File: src/hdl/tss_pkg.sv
`timescale 1ns / 1ps
// ----------------------------------------------------------------------------
// tss_pkg
// Shared widths, constants, command/status types and helpers for the
// Taylor-series sine block.
// ----------------------------------------------------------------------------
package tss_pkg;

  localparam int IDX_W      = 16;
  localparam int PERIOD_W   = 16;
  localparam int TERM_W     = 4;
  localparam int OUT_W      = 32;
  localparam int CFG_IDX_W  = 8;
  localparam int CFG_DATA_W = 16;

  localparam int MAX_TERMS_DEF = 8;

  localparam int FRAC_BITS = 29;
  localparam logic [31:0] TWO_PI_Q29 = 32'hC90F_DAA2;

  // Divider: 48-bit dividend, 16-bit divisor, one quotient bit per cycle
  localparam int DIV_W  = 48;
  localparam int DIVR_W = 16;

  // Multiplier operands are split into two 18-bit halves of the first operand
  localparam int MUL_W  = 36;
  localparam int HALF_W = 18;
  localparam int PART_W = HALF_W + MUL_W;
  localparam int PROD_W = 2 * MUL_W;

  localparam int ACC_W  = 40;
  localparam int RND_W  = ACC_W + 1;

  // Register indexes on the configuration port
  localparam logic [CFG_IDX_W-1:0] REG_PERIOD     = 8'd0;
  localparam logic [CFG_IDX_W-1:0] REG_TERM_COUNT = 8'd1;

  typedef enum logic [1:0] {
    DIV_MOD  = 2'd0,
    DIV_ANG  = 2'd1,
    DIV_TERM = 2'd2
  } div_sel_t;

  typedef enum logic [1:0] {
    MUL_RC = 2'd0,
    MUL_XX = 2'd1,
    MUL_TX = 2'd2
  } mul_sel_t;

  typedef struct packed {
    logic              load;
    logic              div_start;
    div_sel_t          div_sel;
    logic              mul_en;
    logic              mul_hi;
    mul_sel_t          mul_sel;
    logic              ld_r;
    logic              ld_x;
    logic              ld_x2;
    logic              ld_t;
    logic              acc_add;
    logic              acc_neg;
    logic              out_load;
    logic [TERM_W-1:0] term;
  } cmd_t;

  typedef struct packed {
    logic div_done;
  } status_t;

  // Ratio of successive factorial reciprocals: (2j)*(2j+1)
  function automatic logic [DIVR_W-1:0] term_div(input logic [TERM_W-1:0] j);
    logic [TERM_W:0] a;
    logic [TERM_W:0] b;
    begin
      a = {j, 1'b0};
      b = {j, 1'b1};
      term_div = DIVR_W'(a * b);
    end
  endfunction

endpackage

File: src/hdl/taylor_series_sine.sv
`timescale 1ns / 1ps
// ----------------------------------------------------------------------------
// taylor_series_sine
// Truncated Taylor-series sine of 2*pi*angle_index/period, Q16.16 out.
// ----------------------------------------------------------------------------
// Usage:
//   Input transaction: angle_index is taken at a rising edge with start high
//   and busy low. busy stays high until the result has been produced.
//   Result transaction: sine_value and saturated are shown for exactly one
//   cycle with result_valid high. The receiver cannot stall; it must take
//   the result in that cycle.
//   Configuration: cfg_valid/cfg_ready write channel, cfg_index 0 = period,
//   1 = term_count, other indexes ignored. cfg_ready is always high; write
//   only while busy is low.
//   Each transaction runs the shared one-bit-per-cycle divider (index
//   reduction, angle scaling, one division per extra term) and the split
//   multiplier, whose first operand is taken in low and high halves. One
//   transaction at a time; busy drops as the result is shown.
//   Reset: period = 1, term_count = 4, controller idle, no result pending.
// ----------------------------------------------------------------------------
module taylor_series_sine #(
  parameter int MAX_TERMS = tss_pkg::MAX_TERMS_DEF
) (
  input  logic                           clk,
  input  logic                           rst,
  input  logic                           start,
  output logic                           busy,
  input  logic [tss_pkg::IDX_W-1:0]      angle_index,
  output logic                           result_valid,
  output logic signed [tss_pkg::OUT_W-1:0] sine_value,
  output logic                           saturated,
  input  logic                           cfg_valid,
  output logic                           cfg_ready,
  input  logic [tss_pkg::CFG_IDX_W-1:0]  cfg_index,
  input  logic [tss_pkg::CFG_DATA_W-1:0] cfg_data
);
  import tss_pkg::*;

  logic [PERIOD_W-1:0] period;
  logic [TERM_W-1:0]   term_count;
  cmd_t                cmd;
  status_t             status;

  // Configuration registers; always ready
  assign cfg_ready = 1'b1;

  always_ff @(posedge clk) begin
    if (rst) begin
      period     <= PERIOD_W'(1);
      term_count <= TERM_W'(4);
    end else if (cfg_valid && cfg_ready) begin
      case (cfg_index)
        REG_PERIOD:     period     <= cfg_data;
        REG_TERM_COUNT: term_count <= cfg_data[TERM_W-1:0];
        default: ;
      endcase
    end
  end

  tss_ctrl #(
    .MAX_TERMS (MAX_TERMS)
  ) u_ctrl (
    .clk        (clk),
    .rst        (rst),
    .start      (start),
    .term_count (term_count),
    .status     (status),
    .cmd        (cmd),
    .busy       (busy)
  );

  tss_dp u_dp (
    .clk          (clk),
    .rst          (rst),
    .cmd          (cmd),
    .status       (status),
    .angle_index  (angle_index),
    .period       (period),
    .sine_value   (sine_value),
    .saturated    (saturated),
    .result_valid (result_valid)
  );

  // An accepted transaction keeps the block busy in the next cycle
  a_start_busy: assert property (@(posedge clk) disable iff (rst)
    start && !busy |=> busy)
    else $error("busy not raised after start");

  // Result strobe follows the output load, and only it
  a_out_strobe: assert property (@(posedge clk) disable iff (rst)
    result_valid == $past(cmd.out_load))
    else $error("result strobe without output load");

  // One result per transaction: the strobe is never held high
  a_one_result: assert property (@(posedge clk) disable iff (rst)
    result_valid |=> !result_valid)
    else $error("result strobe held");

  // Clipped results sit at a rail
  a_sat_rail: assert property (@(posedge clk) disable iff (rst)
    result_valid && saturated |->
      (sine_value == 32'sh7FFF_FFFF) || (sine_value == 32'sh8000_0000))
    else $error("saturated result not at a rail");

endmodule

File: src/hdl/tss_div.sv
`timescale 1ns / 1ps
// ----------------------------------------------------------------------------
// tss_div
// Restoring divider, one quotient bit per cycle, done pulse at the end.
// ----------------------------------------------------------------------------
module tss_div (
  input  logic                       clk,
  input  logic                       rst,
  input  logic                       start,
  input  logic [tss_pkg::DIV_W-1:0]  dividend,
  input  logic [tss_pkg::DIVR_W-1:0] divisor,
  output logic [tss_pkg::DIV_W-1:0]  quotient,
  output logic [tss_pkg::DIVR_W-1:0] remainder,
  output logic                       done
);
  import tss_pkg::*;

  localparam int CNT_W = $clog2(DIV_W);

  logic [DIVR_W-1:0] rem;
  logic [DIVR_W-1:0] rem_next;
  logic [DIV_W-1:0]  quo;
  logic [DIVR_W-1:0] dvs;
  logic [CNT_W-1:0]  cnt;
  logic              run;
  logic [DIVR_W+1:0] trial;
  logic              qbit;

  assign trial    = {1'b0, rem, quo[DIV_W-1]} - {2'b00, dvs};
  assign qbit     = ~trial[DIVR_W+1];
  assign rem_next = qbit ? trial[DIVR_W-1:0] : {rem[DIVR_W-2:0], quo[DIV_W-1]};

  always_ff @(posedge clk) begin
    if (rst) begin
      run  <= 1'b0;
      done <= 1'b0;
      cnt  <= '0;
    end else begin
      done <= 1'b0;
      if (start) begin
        run <= 1'b1;
        cnt <= '0;
      end else if (run) begin
        cnt <= cnt + 1'b1;
        if (cnt == CNT_W'(DIV_W - 1)) begin
          run  <= 1'b0;
          done <= 1'b1;
        end
      end
    end
  end

  always_ff @(posedge clk) begin
    if (start) begin
      rem <= '0;
      quo <= dividend;
      dvs <= divisor;
    end else if (run) begin
      rem <= rem_next;
      quo <= {quo[DIV_W-2:0], qbit};
    end
  end

  assign quotient  = quo;
  assign remainder = rem;

endmodule

File: src/hdl/tss_dp.sv
`timescale 1ns / 1ps
// ----------------------------------------------------------------------------
// tss_dp
// Datapath: operand registers, split multiplier, shared divider, Q29
// accumulator and Q16.16 round/saturate output register.
// ----------------------------------------------------------------------------
module tss_dp (
  input  logic                         clk,
  input  logic                         rst,
  input  tss_pkg::cmd_t                cmd,
  output tss_pkg::status_t             status,
  input  logic [tss_pkg::IDX_W-1:0]    angle_index,
  input  logic [tss_pkg::PERIOD_W-1:0] period,
  output logic signed [tss_pkg::OUT_W-1:0] sine_value,
  output logic                         saturated,
  output logic                         result_valid
);
  import tss_pkg::*;

  logic [IDX_W-1:0]        idx;
  logic                    pzero;
  logic [PERIOD_W-1:0]     r;
  logic [MUL_W-1:0]        x;
  logic [MUL_W-1:0]        x2;
  logic [MUL_W-1:0]        t;
  logic [PROD_W-1:0]       prod;
  logic signed [ACC_W-1:0] acc;

  logic [MUL_W-1:0]  mul_a;
  logic [MUL_W-1:0]  mul_b;
  logic [HALF_W-1:0] mul_half;
  logic [PART_W-1:0] partial;

  logic [DIV_W-1:0]  div_dividend;
  logic [DIVR_W-1:0] div_divisor;
  logic [DIV_W-1:0]  div_quot;
  logic [DIVR_W-1:0] div_rem;
  logic              div_done;

  logic signed [RND_W-1:0] rounded;
  logic                    over_hi;
  logic                    over_lo;

  always_comb begin
    case (cmd.mul_sel)
      MUL_RC: begin
        mul_a = MUL_W'(r);
        mul_b = MUL_W'(TWO_PI_Q29);
      end
      MUL_XX: begin
        mul_a = x;
        mul_b = x;
      end
      MUL_TX: begin
        mul_a = t;
        mul_b = x2;
      end
      default: begin
        mul_a = '0;
        mul_b = '0;
      end
    endcase
  end

  assign mul_half = cmd.mul_hi ? mul_a[MUL_W-1:HALF_W] : mul_a[HALF_W-1:0];
  assign partial  = PART_W'(mul_half * mul_b);

  always_comb begin
    case (cmd.div_sel)
      DIV_MOD: begin
        div_dividend = DIV_W'(idx);
        div_divisor  = period;
      end
      DIV_ANG: begin
        div_dividend = prod[DIV_W-1:0];
        div_divisor  = period;
      end
      DIV_TERM: begin
        div_dividend = DIV_W'(prod[PROD_W-1:FRAC_BITS]);
        div_divisor  = term_div(cmd.term);
      end
      default: begin
        div_dividend = '0;
        div_divisor  = '0;
      end
    endcase
  end

  tss_div u_div (
    .clk       (clk),
    .rst       (rst),
    .start     (cmd.div_start),
    .dividend  (div_dividend),
    .divisor   (div_divisor),
    .quotient  (div_quot),
    .remainder (div_rem),
    .done      (div_done)
  );

  assign status.div_done = div_done;

  always_ff @(posedge clk) begin
    if (cmd.load) begin
      idx   <= angle_index;
      pzero <= (period == '0);
      acc   <= '0;
    end
    if (cmd.mul_en) begin
      prod <= cmd.mul_hi ? prod + {partial, {HALF_W{1'b0}}} : PROD_W'(partial);
    end
    if (cmd.ld_r) r <= div_rem;
    if (cmd.ld_x) begin
      x <= pzero ? '0 : MUL_W'(div_quot[31:0]);
      t <= pzero ? '0 : MUL_W'(div_quot[31:0]);
    end
    if (cmd.ld_x2) x2 <= prod[MUL_W+FRAC_BITS-1:FRAC_BITS];
    if (cmd.ld_t) t <= div_quot[MUL_W-1:0];
    if (cmd.acc_add) begin
      acc <= cmd.acc_neg ? acc - ACC_W'(t) : acc + ACC_W'(t);
    end
  end

  // Round half up to Q16.16, then clip
  assign rounded = (RND_W'(acc) + RND_W'(4096)) >>> 13;
  assign over_hi = rounded > RND_W'(64'sh7FFF_FFFF);
  assign over_lo = rounded < -RND_W'(64'sh8000_0000);

  always_ff @(posedge clk) begin
    if (rst) begin
      result_valid <= 1'b0;
    end else begin
      result_valid <= cmd.out_load;
    end
  end

  always_ff @(posedge clk) begin
    if (cmd.out_load) begin
      saturated <= over_hi | over_lo;
      if (over_hi) sine_value <= 32'sh7FFF_FFFF;
      else if (over_lo) sine_value <= 32'sh8000_0000;
      else sine_value <= rounded[OUT_W-1:0];
    end
  end

endmodule

File: src/hdl/tss_ctrl.sv
`timescale 1ns / 1ps
// ----------------------------------------------------------------------------
// tss_ctrl
// Sequencer: reduction, angle scaling, x^2, then one pass per series term.
// ----------------------------------------------------------------------------
module tss_ctrl #(
  parameter int MAX_TERMS = tss_pkg::MAX_TERMS_DEF
) (
  input  logic                       clk,
  input  logic                       rst,
  input  logic                       start,
  input  logic [tss_pkg::TERM_W-1:0] term_count,
  input  tss_pkg::status_t           status,
  output tss_pkg::cmd_t              cmd,
  output logic                       busy
);
  import tss_pkg::*;

  typedef enum logic [14:0] {
    S_IDLE     = 15'b000000000000001,
    S_MOD_GO   = 15'b000000000000010,
    S_MOD_WAIT = 15'b000000000000100,
    S_RC_M0    = 15'b000000000001000,
    S_RC_M1    = 15'b000000000010000,
    S_ANG_GO   = 15'b000000000100000,
    S_ANG_WAIT = 15'b000000001000000,
    S_XX_M0    = 15'b000000010000000,
    S_XX_M1    = 15'b000000100000000,
    S_ACC      = 15'b000001000000000,
    S_TX_M0    = 15'b000010000000000,
    S_TX_M1    = 15'b000100000000000,
    S_TD_GO    = 15'b001000000000000,
    S_TD_WAIT  = 15'b010000000000000,
    S_DONE     = 15'b100000000000000
  } state_t;

  state_t            state;
  state_t            state_next;
  logic [TERM_W-1:0] n;
  logic [TERM_W-1:0] term;
  logic              last_term;

  assign busy      = (state != S_IDLE);
  assign last_term = (term == n - 1'b1);

  always_comb begin
    state_next = state;
    cmd        = '0;
    cmd.term   = term;
    case (state)
      S_IDLE: begin
        if (start) begin
          cmd.load   = 1'b1;
          state_next = S_MOD_GO;
        end
      end
      S_MOD_GO: begin
        cmd.div_start = 1'b1;
        cmd.div_sel   = DIV_MOD;
        state_next    = S_MOD_WAIT;
      end
      S_MOD_WAIT: begin
        if (status.div_done) begin
          cmd.ld_r   = 1'b1;
          state_next = S_RC_M0;
        end
      end
      S_RC_M0: begin
        cmd.mul_en  = 1'b1;
        cmd.mul_sel = MUL_RC;
        state_next  = S_RC_M1;
      end
      S_RC_M1: begin
        cmd.mul_en  = 1'b1;
        cmd.mul_hi  = 1'b1;
        cmd.mul_sel = MUL_RC;
        state_next  = S_ANG_GO;
      end
      S_ANG_GO: begin
        cmd.div_start = 1'b1;
        cmd.div_sel   = DIV_ANG;
        state_next    = S_ANG_WAIT;
      end
      S_ANG_WAIT: begin
        if (status.div_done) begin
          cmd.ld_x   = 1'b1;
          state_next = S_XX_M0;
        end
      end
      S_XX_M0: begin
        cmd.mul_en  = 1'b1;
        cmd.mul_sel = MUL_XX;
        state_next  = S_XX_M1;
      end
      S_XX_M1: begin
        cmd.mul_en  = 1'b1;
        cmd.mul_hi  = 1'b1;
        cmd.mul_sel = MUL_XX;
        state_next  = S_ACC;
      end
      S_ACC: begin
        // first visit: product still holds x*x
        cmd.ld_x2 = (term == '0);
        if (n == '0) begin
          state_next = S_DONE;
        end else begin
          cmd.acc_add = 1'b1;
          cmd.acc_neg = term[0];
          state_next  = last_term ? S_DONE : S_TX_M0;
        end
      end
      S_TX_M0: begin
        cmd.mul_en  = 1'b1;
        cmd.mul_sel = MUL_TX;
        state_next  = S_TX_M1;
      end
      S_TX_M1: begin
        cmd.mul_en  = 1'b1;
        cmd.mul_hi  = 1'b1;
        cmd.mul_sel = MUL_TX;
        state_next  = S_TD_GO;
      end
      S_TD_GO: begin
        cmd.div_start = 1'b1;
        cmd.div_sel   = DIV_TERM;
        state_next    = S_TD_WAIT;
      end
      S_TD_WAIT: begin
        cmd.div_sel = DIV_TERM;
        if (status.div_done) begin
          cmd.ld_t   = 1'b1;
          state_next = S_ACC;
        end
      end
      S_DONE: begin
        cmd.out_load = 1'b1;
        state_next   = S_IDLE;
      end
      default: begin
        state_next = S_IDLE;
      end
    endcase
  end

  always_ff @(posedge clk) begin
    if (rst) begin
      state <= S_IDLE;
      term  <= '0;
      n     <= '0;
    end else begin
      state <= state_next;
      if (state == S_IDLE && start) begin
        term <= '0;
        n    <= ((TERM_W + 1)'(term_count) > (TERM_W + 1)'(MAX_TERMS)) ?
                TERM_W'(MAX_TERMS) : term_count;
      end else if (state == S_ACC && n != '0 && !last_term) begin
        term <= term + 1'b1;
      end
    end
  end

endmodule

File: config.mk
export PLATFORM = sky130hd
export DESIGN_NAME = taylor_series_sine
export DESIGN_NICKNAME = d
export VERILOG_FILES = /design/src/hdl/tss_pkg.sv /design/src/hdl/taylor_series_sine.sv /design/src/hdl/tss_div.sv /design/src/hdl/tss_dp.sv /design/src/hdl/tss_ctrl.sv
export SDC_FILE = /design/constraint.sdc
export NUM_CORES = 2
export LEC_CHECK = 0
export BUFFER_PORTS_ARGS = -buffer_cell sky130_fd_sc_hd__buf_2
export CAP_MARGIN = 20
export CORE_ASPECT_RATIO = 2
export CORE_MARGIN = 2
export CORE_UTILIZATION = 45
export CTS_BUF_LIST = sky130_fd_sc_hd__clkbuf_4
export DETAILED_ROUTE_END_ITERATION = 10
export PLACE_DENSITY = 0.65
export SLEW_MARGIN = 20
export SYNTH_ARGS = -nofsm -noshare
export SYNTH_HDL_FRONTEND = slang
export SYNTH_SLANG_ARGS = --single-unit
File: constraint.sdc
create_clock -name clk -period 17.04 [get_ports clk]
set_clock_uncertainty 0.1 [all_clocks]
set_input_delay 0.852 -clock clk [delete_from_list [all_inputs] [get_ports clk]]
set_output_delay 0.852 -clock clk [all_outputs]
set_load 0.02 [all_outputs]
; ---- Word-level counts from Yosys, hierarchy flattened
; Index checks and enable logic that the tools add are counted.
[totals]
register_bits = 418
[classes]
n_addsub = 8
n_mul = 2
n_lt_le_gt_ge = 3
eq_ne = 27
muxes = 43
bitwise = 3
n_reduce_logical = 27
[ops]
columns = cell, n
row1 = 36-bit case mux with 3 select lines, 2
row2 = 15-bit case mux with 14 select lines, 1
row3 = 48-bit case mux with 3 select lines, 1
row4 = 40-bit 2-to-1 mux, 3
row5 = 48-bit 2-to-1 mux, 2
row6 = 15-bit 2-to-1 mux, 6
row7 = 72-bit adder, 1
row8 = 36-bit 2-to-1 mux, 2
row9 = 32-bit 2-to-1 mux, 2
row10 = 18-bit by 36-bit multiplier with 54-bit output, 1
row11 = 54-bit 2-to-1 mux, 1
row12 = 40-bit by 14-bit adder with 41-bit output (second input constant), 1
row13 = 40-bit by 36-bit adder with 40-bit output, 1
row14 = 40-bit by 36-bit subtractor with 40-bit output, 1
row15 = 28-bit by 32-bit > comparator with 1-bit output (second input constant), 1
row16 = 28-bit by 32-bit less-than comparator with 1-bit output (second input constant), 1
row17 = 16-bit case mux with 2 select lines, 1
row18 = 18-bit 2-to-1 mux, 1
row19 = 17-bit by 16-bit subtractor with 18-bit output, 1
row20 = 16-bit logical NOT, 1
row21 = 16-bit 2-to-1 mux, 1
row22 = 15-bit by 1-bit equality test with 1-bit output (second input constant), 1
row23 = 15-bit by 10-bit equality test with 1-bit output (second input constant), 1
row24 = 15-bit by 11-bit equality test with 1-bit output (second input constant), 1
row25 = other kinds (43), 78

; ---- Longest topological paths before layout
[logic_depth]
word_depth = 9
mapped_depth = 49
depth_no_buf = 46

; ---- Hierarchy
; From an unflattened synthesis, not the netlist that was laid out.
[unflattened]
cells_unflattened = 4917
area_unflattened_um2 = 45524.9
[by_module_without_submodules]
columns = module, n_inst, cells_per_inst, area_per_inst_um2, seq_area_each_um2
row1 = tss_dp, 1, 4288, 38692.1, 8398.1
row2 = tss_div, 1, 360, 4434.3, 2402.3
row3 = tss_ctrl, 1, 171, 1435.1, 460.4
row4 = taylor_series_sine, 1, 98, 963.4, 400.4

; ---- Least setup slack after synthesis
; No wires, ideal clock.
[synth_timing]
kind = register -> register
start = reg u_ctrl.state[12]
end = reg u_dp.prod[70] (data pin)
arrival_ps = 10098
path_slack_ps = 6577
path_stages_with_launch = 46
path_cell_list = dfxtp_1 > clkbuf_1 > nor4_1 > nand3_1 > nor2_1 > clkbuf_1 > buf_1 > a32oi_1 > o21ai_1 > clkbuf_1 > nand2_1 > fa_1 > inv_1 > fa_1 > inv_1 > fa_1 > inv_1 > fa_1 > [10 not listed] > a2111oi_2 > a31oi_2 > o21ai_1 > a221o_1 > a31oi_1 > xnor2_1 > ha_1 > inv_1 > o21bai_1 > a21o_1 > a21o_1 > a21o_1 > a21oi_1 > o21ai_0 > a21oi_1 > o31ai_1 > xnor2_1 > nor2_1
[synth_via]
elab_chain_cells = 8
word_cells_on_any_way = 18
classes_between = add/sub (1) / mul (1) / eq/ne (7) / mux (5) / reduce/logical (4)
[synth_lines]
columns = item, line_no
row1 = from (decl), tss_ctrl.sv:37  ; state_t state;
row2 = from (signal assigned), tss_ctrl.sv:151  ; state <= state_next;
row3 = "15-bit by 11-bit equality test with 1-bit output, or another cell as far along", tss_ctrl.sv:50  ; case (state)
row4 = 2-bit OR reduction (no line), --
row5 = 2-bit case mux with 2 select lines, tss_ctrl.sv:50
row6 = "2-bit equality test, or another cell as far along", tss_dp.sv:45  ; case (cmd.mul_sel)
row7 = 36-bit case mux with 3 select lines, tss_dp.sv:45
row8 = 18-bit 2-to-1 mux, tss_dp.sv:65  ; assign mul_half = cmd.mul_hi ? mul_a[MUL_W-1:HALF_W] : mul_a[HALF_W-1:0];
row9 = 18-bit by 36-bit multiplier with 54-bit output, tss_dp.sv:66  ; assign partial = PART_W'(mul_half * mul_b);
row10 = 72-bit adder, tss_dp.sv:109  ; prod <= cmd.mul_hi ? prod + {partial, {HALF_W{1'b0}}} : PROD_W'(partial);
row11 = to (signal assigned), tss_dp.sv:109
row12 = to (decl), tss_dp.sv:26  ; logic [PROD_W-1:0] prod;
; Parallel ways exist; a longest one is shown, timed or not.
; A chain may end at the register's enable or synchronous reset.

; ---- Worst setup path in the final report
[layout_timing]
start = reg u_ctrl.state[1]
end = reg u_dp.prod[69] (data pin)
; Same word-level chain as after synthesis.

==> metrics.csv <==
stage,metric,value,unit
timing,period utilisation layout,75.6,%
detailed_routing,first-pass iteration count of the detailed router,6,
yosys,"Warnings, synthesis",0,
clock_network,TritonCTS clock tree,done,
finish,multi-input logic area,28700,µm²
yosys,gate count of the mapped netlist,4789,
detailed_routing,starting DRC count in detailed routing,2983,
critical_path,"Arr. time, crit path",13420,ps
timing,Max Fclk,77.6,MHz
placement,Placer Congestion,1.04,
floorplanning,Core Box Area,97100,µm²
yosys,syn nets,5633,
floorplanning,full die area,100000,µm²
floorplanning,Ports,80,
detailed_routing,vias per inst,5.84,
yosys,number of synthesized flops with an enable pin,343,
timing,crit path time final,12890,ps
finish,Finished Core Util,48.6,%
critical_path,Crit Path Class,flip-flop to flip-flop,
clock_network,clock tree sinks,411,
critical_path,critical path endpoint category,flip-flop,
finish,Filler cells,9228,
power,Pwr Density,48.1,nW/µm²
critical_path,critical path's largest stage delay,740,ps
critical_path,CP max-delay cell,nor2_1,
finish,Synth-to-Final Area Change,7.59,%
floorplanning,Core Rows,162,
yosys,top_reg_cell synth,edfxtp_1,
job,maximum capacitance violations,0,
yosys,"count leader, synth",inv_1,
grt,GRT Resource Usage Total,33.5,%
detailed_routing,final WL,164,mm
yosys,Synth Register Bits,411,
placement,HPWL after detailed placement,127,mm
timing,Worst Hold Margin,90.5,ps
finish,final net count,5694,
timing,"Slew Viols, Final",0,
clock_network,Post-CTS Setup Inserts,0,
critical_path,family with the most delay on the worst path,adder cells,
detailed_routing,routed len/inst,26.6,µm
outcome,status,completed,
yosys,"FFs w/ async S/R, synth",0,%
detailed_routing,DRC viols,0,
yosys,Mean Syn Cell Area,9.16,µm²
floorplanning,die span in y,446,µm
critical_path,CP Launch Type,flip-flop,
grt,wire length of the first global-routing pass,240,mm
grt,number of global-route vias before repair,37920,
clock_network,clk root buf,clkbuf_4,
timing,Final Hold Fails,0,
yosys,"top cells by area, synth","fa_1, edfxtp_1, ha_1",
clock_network,clk_lat worst skew,930,ps
finish,FF/Latch Area,11700,µm²
clock_network,clock slew at reported path FFs,80,ps
power,Peak VDD IR,0.0722,mV
yosys,sequential area share after synthesis,26.6,%
yosys,Post-Syn Area,43900,µm²
yosys,top-area cell type share of the netlist area,25.1,%
timing,unrepaired setup endpoints after global routing,false,
finish,layout cell share with drive strength beyond 1,7.45,%
timing,setup TNS,0,ps
critical_path,"most used cell, CP",fa_1,
floorplanning,Starting Density,45.2,%
timing,worst slew pin tran,1230,ps
grt,largest net degree at the start of global routing,64,
detailed_routing,via count,35957,
yosys,Cell variety after synth,82,
hold_path,worst min path class,input port to flip-flop,
clock_network,H-tree levels,3,
clock_network,TritonCTS Buffers,93,
power,P_leak,0.0216,µW
critical_path,Worst EP required,17570,ps
clock_network,maximum clock path buffer count,3,
timing,setup violators final,0,
detailed_routing,ANT nets after route,0,
yosys,"area leader, netlist",fa_1,
timing,Slew HR,18.1,%
floorplanning,Die Wd,225,µm
critical_path,Worst Path Max Fanout,52,
placement,Port Buffers,78,
grt,grt ovf,0,
yosys,"top cells by count, synth","inv_1, nand2_1, fa_1, nor2_1, edfxtp_1",
critical_path,Buf/Inv on CP,6,
grt,initial antenna violation count,8,
flip-flops by register name, indices dropped and copies added, names as in the netlist, 6 cells and up:
signal and flops:
u_dp.t 36, u_dp.sine_value 29, u_dp.u_div.quotient 48, u_dp.acc 40, u_dp.x2 36, period 16
u_dp.u_div.remainder 16, u_dp.u_div.cnt 6, u_ctrl.state 15, u_dp.r 16, u_dp.u_div.dvs 16, u_dp.idx 16
u_dp.x 32, u_dp.prod 72
timing repair:
| action | in CTS | in global routing |
|---|---|---|
| endpoints found under the hold margin | 25 | 0 |
| hold buffers | 25 | 0 |
| resized for setup | 0 | 0 |
layout by cell type, fill, tap and decap left out, types with 12 or more instances in the layout:
cell type      Yosys  final
inv_1            737    736
nand2_1          686    685
fa_1             550    550
nor2_1           481    476
edfxtp_1         343    343
ha_1             250    250
a21oi_1          210    206
clkbuf_4           0    137
xnor2_1          119    118
and2_1           110    110
xor2_1           104    104
o21ai_0           93     92
a21o_1            84     84
buf_4              4     81
buf_2              9     80
dfxtp_1           68     68
nand3_1           65     65
nor3_1            53     52
nor2b_1           51     51
a22oi_1           50     50
a31oi_1           46     46
and3_1            34     33
a22o_1            29     29
mux2i_1           29     29
a221oi_1          30     28
nand4_1           27     27
o21bai_1          26     26
o21a_1            25     25
dlygate4sd3_1      0     25
nand2b_1          25     24
clkinv_1           1     23
a211oi_1          21     20
o31ai_1           17     17
nor4_1            14     14
o211ai_1          13     13
and4_1            12     12
o22ai_1           12     12
layer usage:
layer  vias up  wire [µm]  global-route usage [%]
met2      1665      83000                    59.0
met5         -         57                       0
met4         8      19500                    32.4
met3       690      10800                    6.37
met1     17825      50400                    32.3
li1      15769          -                       -
cells by family (layout without fill, tap and decap cells):
family / count (synthesis) / count (layout) / synth area share (%)
multiplexers: 34 / 34 / 0.790
flip-flops: 411 / 411 / 26.6
AND/OR/NAND/NOR: 1610 / 1610 / 16.3
adder cells (fa/ha/maj): 800 / 800 / 32.2
buffers and inverters: 961 / 1097 / 8.29
other: 2 / 7 / 0.0171
XOR/XNOR: 224 / 224 / 4.50
AO/OA/AOI/OAI: 747 / 747 / 11.3
metrics by stage:
step / instance area (µm²) / total power, µW / worst slack (ps) / instances
after detailed placement: 45600 / 1460 / 4390 / 5953
after floorplan: 43900 / 1390 / 6580 / 4789
after global routing: 47200 / 2370 / 3530 / 6156
after CTS: 47100 / 2290 / 4280 / 6148
after global placement: 45600 / 1460 / 4390 / 5953
final: 47200 / 2270 / 4150 / 6160
final cells by class:
| type | instances | area share, % |
|---|---|---|
| multi-input combinational | 3417 | 60.8 |
| inverter | 739 | 5.88 |
| tap | 1230 | 3.26 |
| timing repair buffer | 188 | 2.71 |
| clock inverter | 34 | 0.438 |
| sequential | 411 | 24.7 |
| clock buffer | 136 | 2.16 |
| antenna | 5 | 0.0265 |
worst min-delay path, stage by stage:
cell	delay, ps
buf_2	90
mux2i_1	60
nor2_1	70
power by group:
group          switching (µW)  internal (µW)
sequential               40.8           1130
clock                     420            400
combinational             157            120
final timing paths:
kind | cells after the start | slack [ps] | endpoint | start
setup / recovery | 41 | 4150 | u_dp.prod[69]$_SDFFCE_PP0N_ | u_ctrl.state[1]$_SDFFE_PP0P_
hold reg to reg | 2 | 370 | u_ctrl.n[1]$_SDFFE_PP0P_ | u_ctrl.n[1]$_SDFFE_PP0P_
setup reg to reg | 41 | 4150 | u_dp.prod[69]$_SDFFCE_PP0N_ | u_ctrl.state[1]$_SDFFE_PP0P_
hold / removal | 3 | 90 | period[1]$_SDFFE_PP0P_ | cfg_data[1]
(Power assumes the default switching activity.)
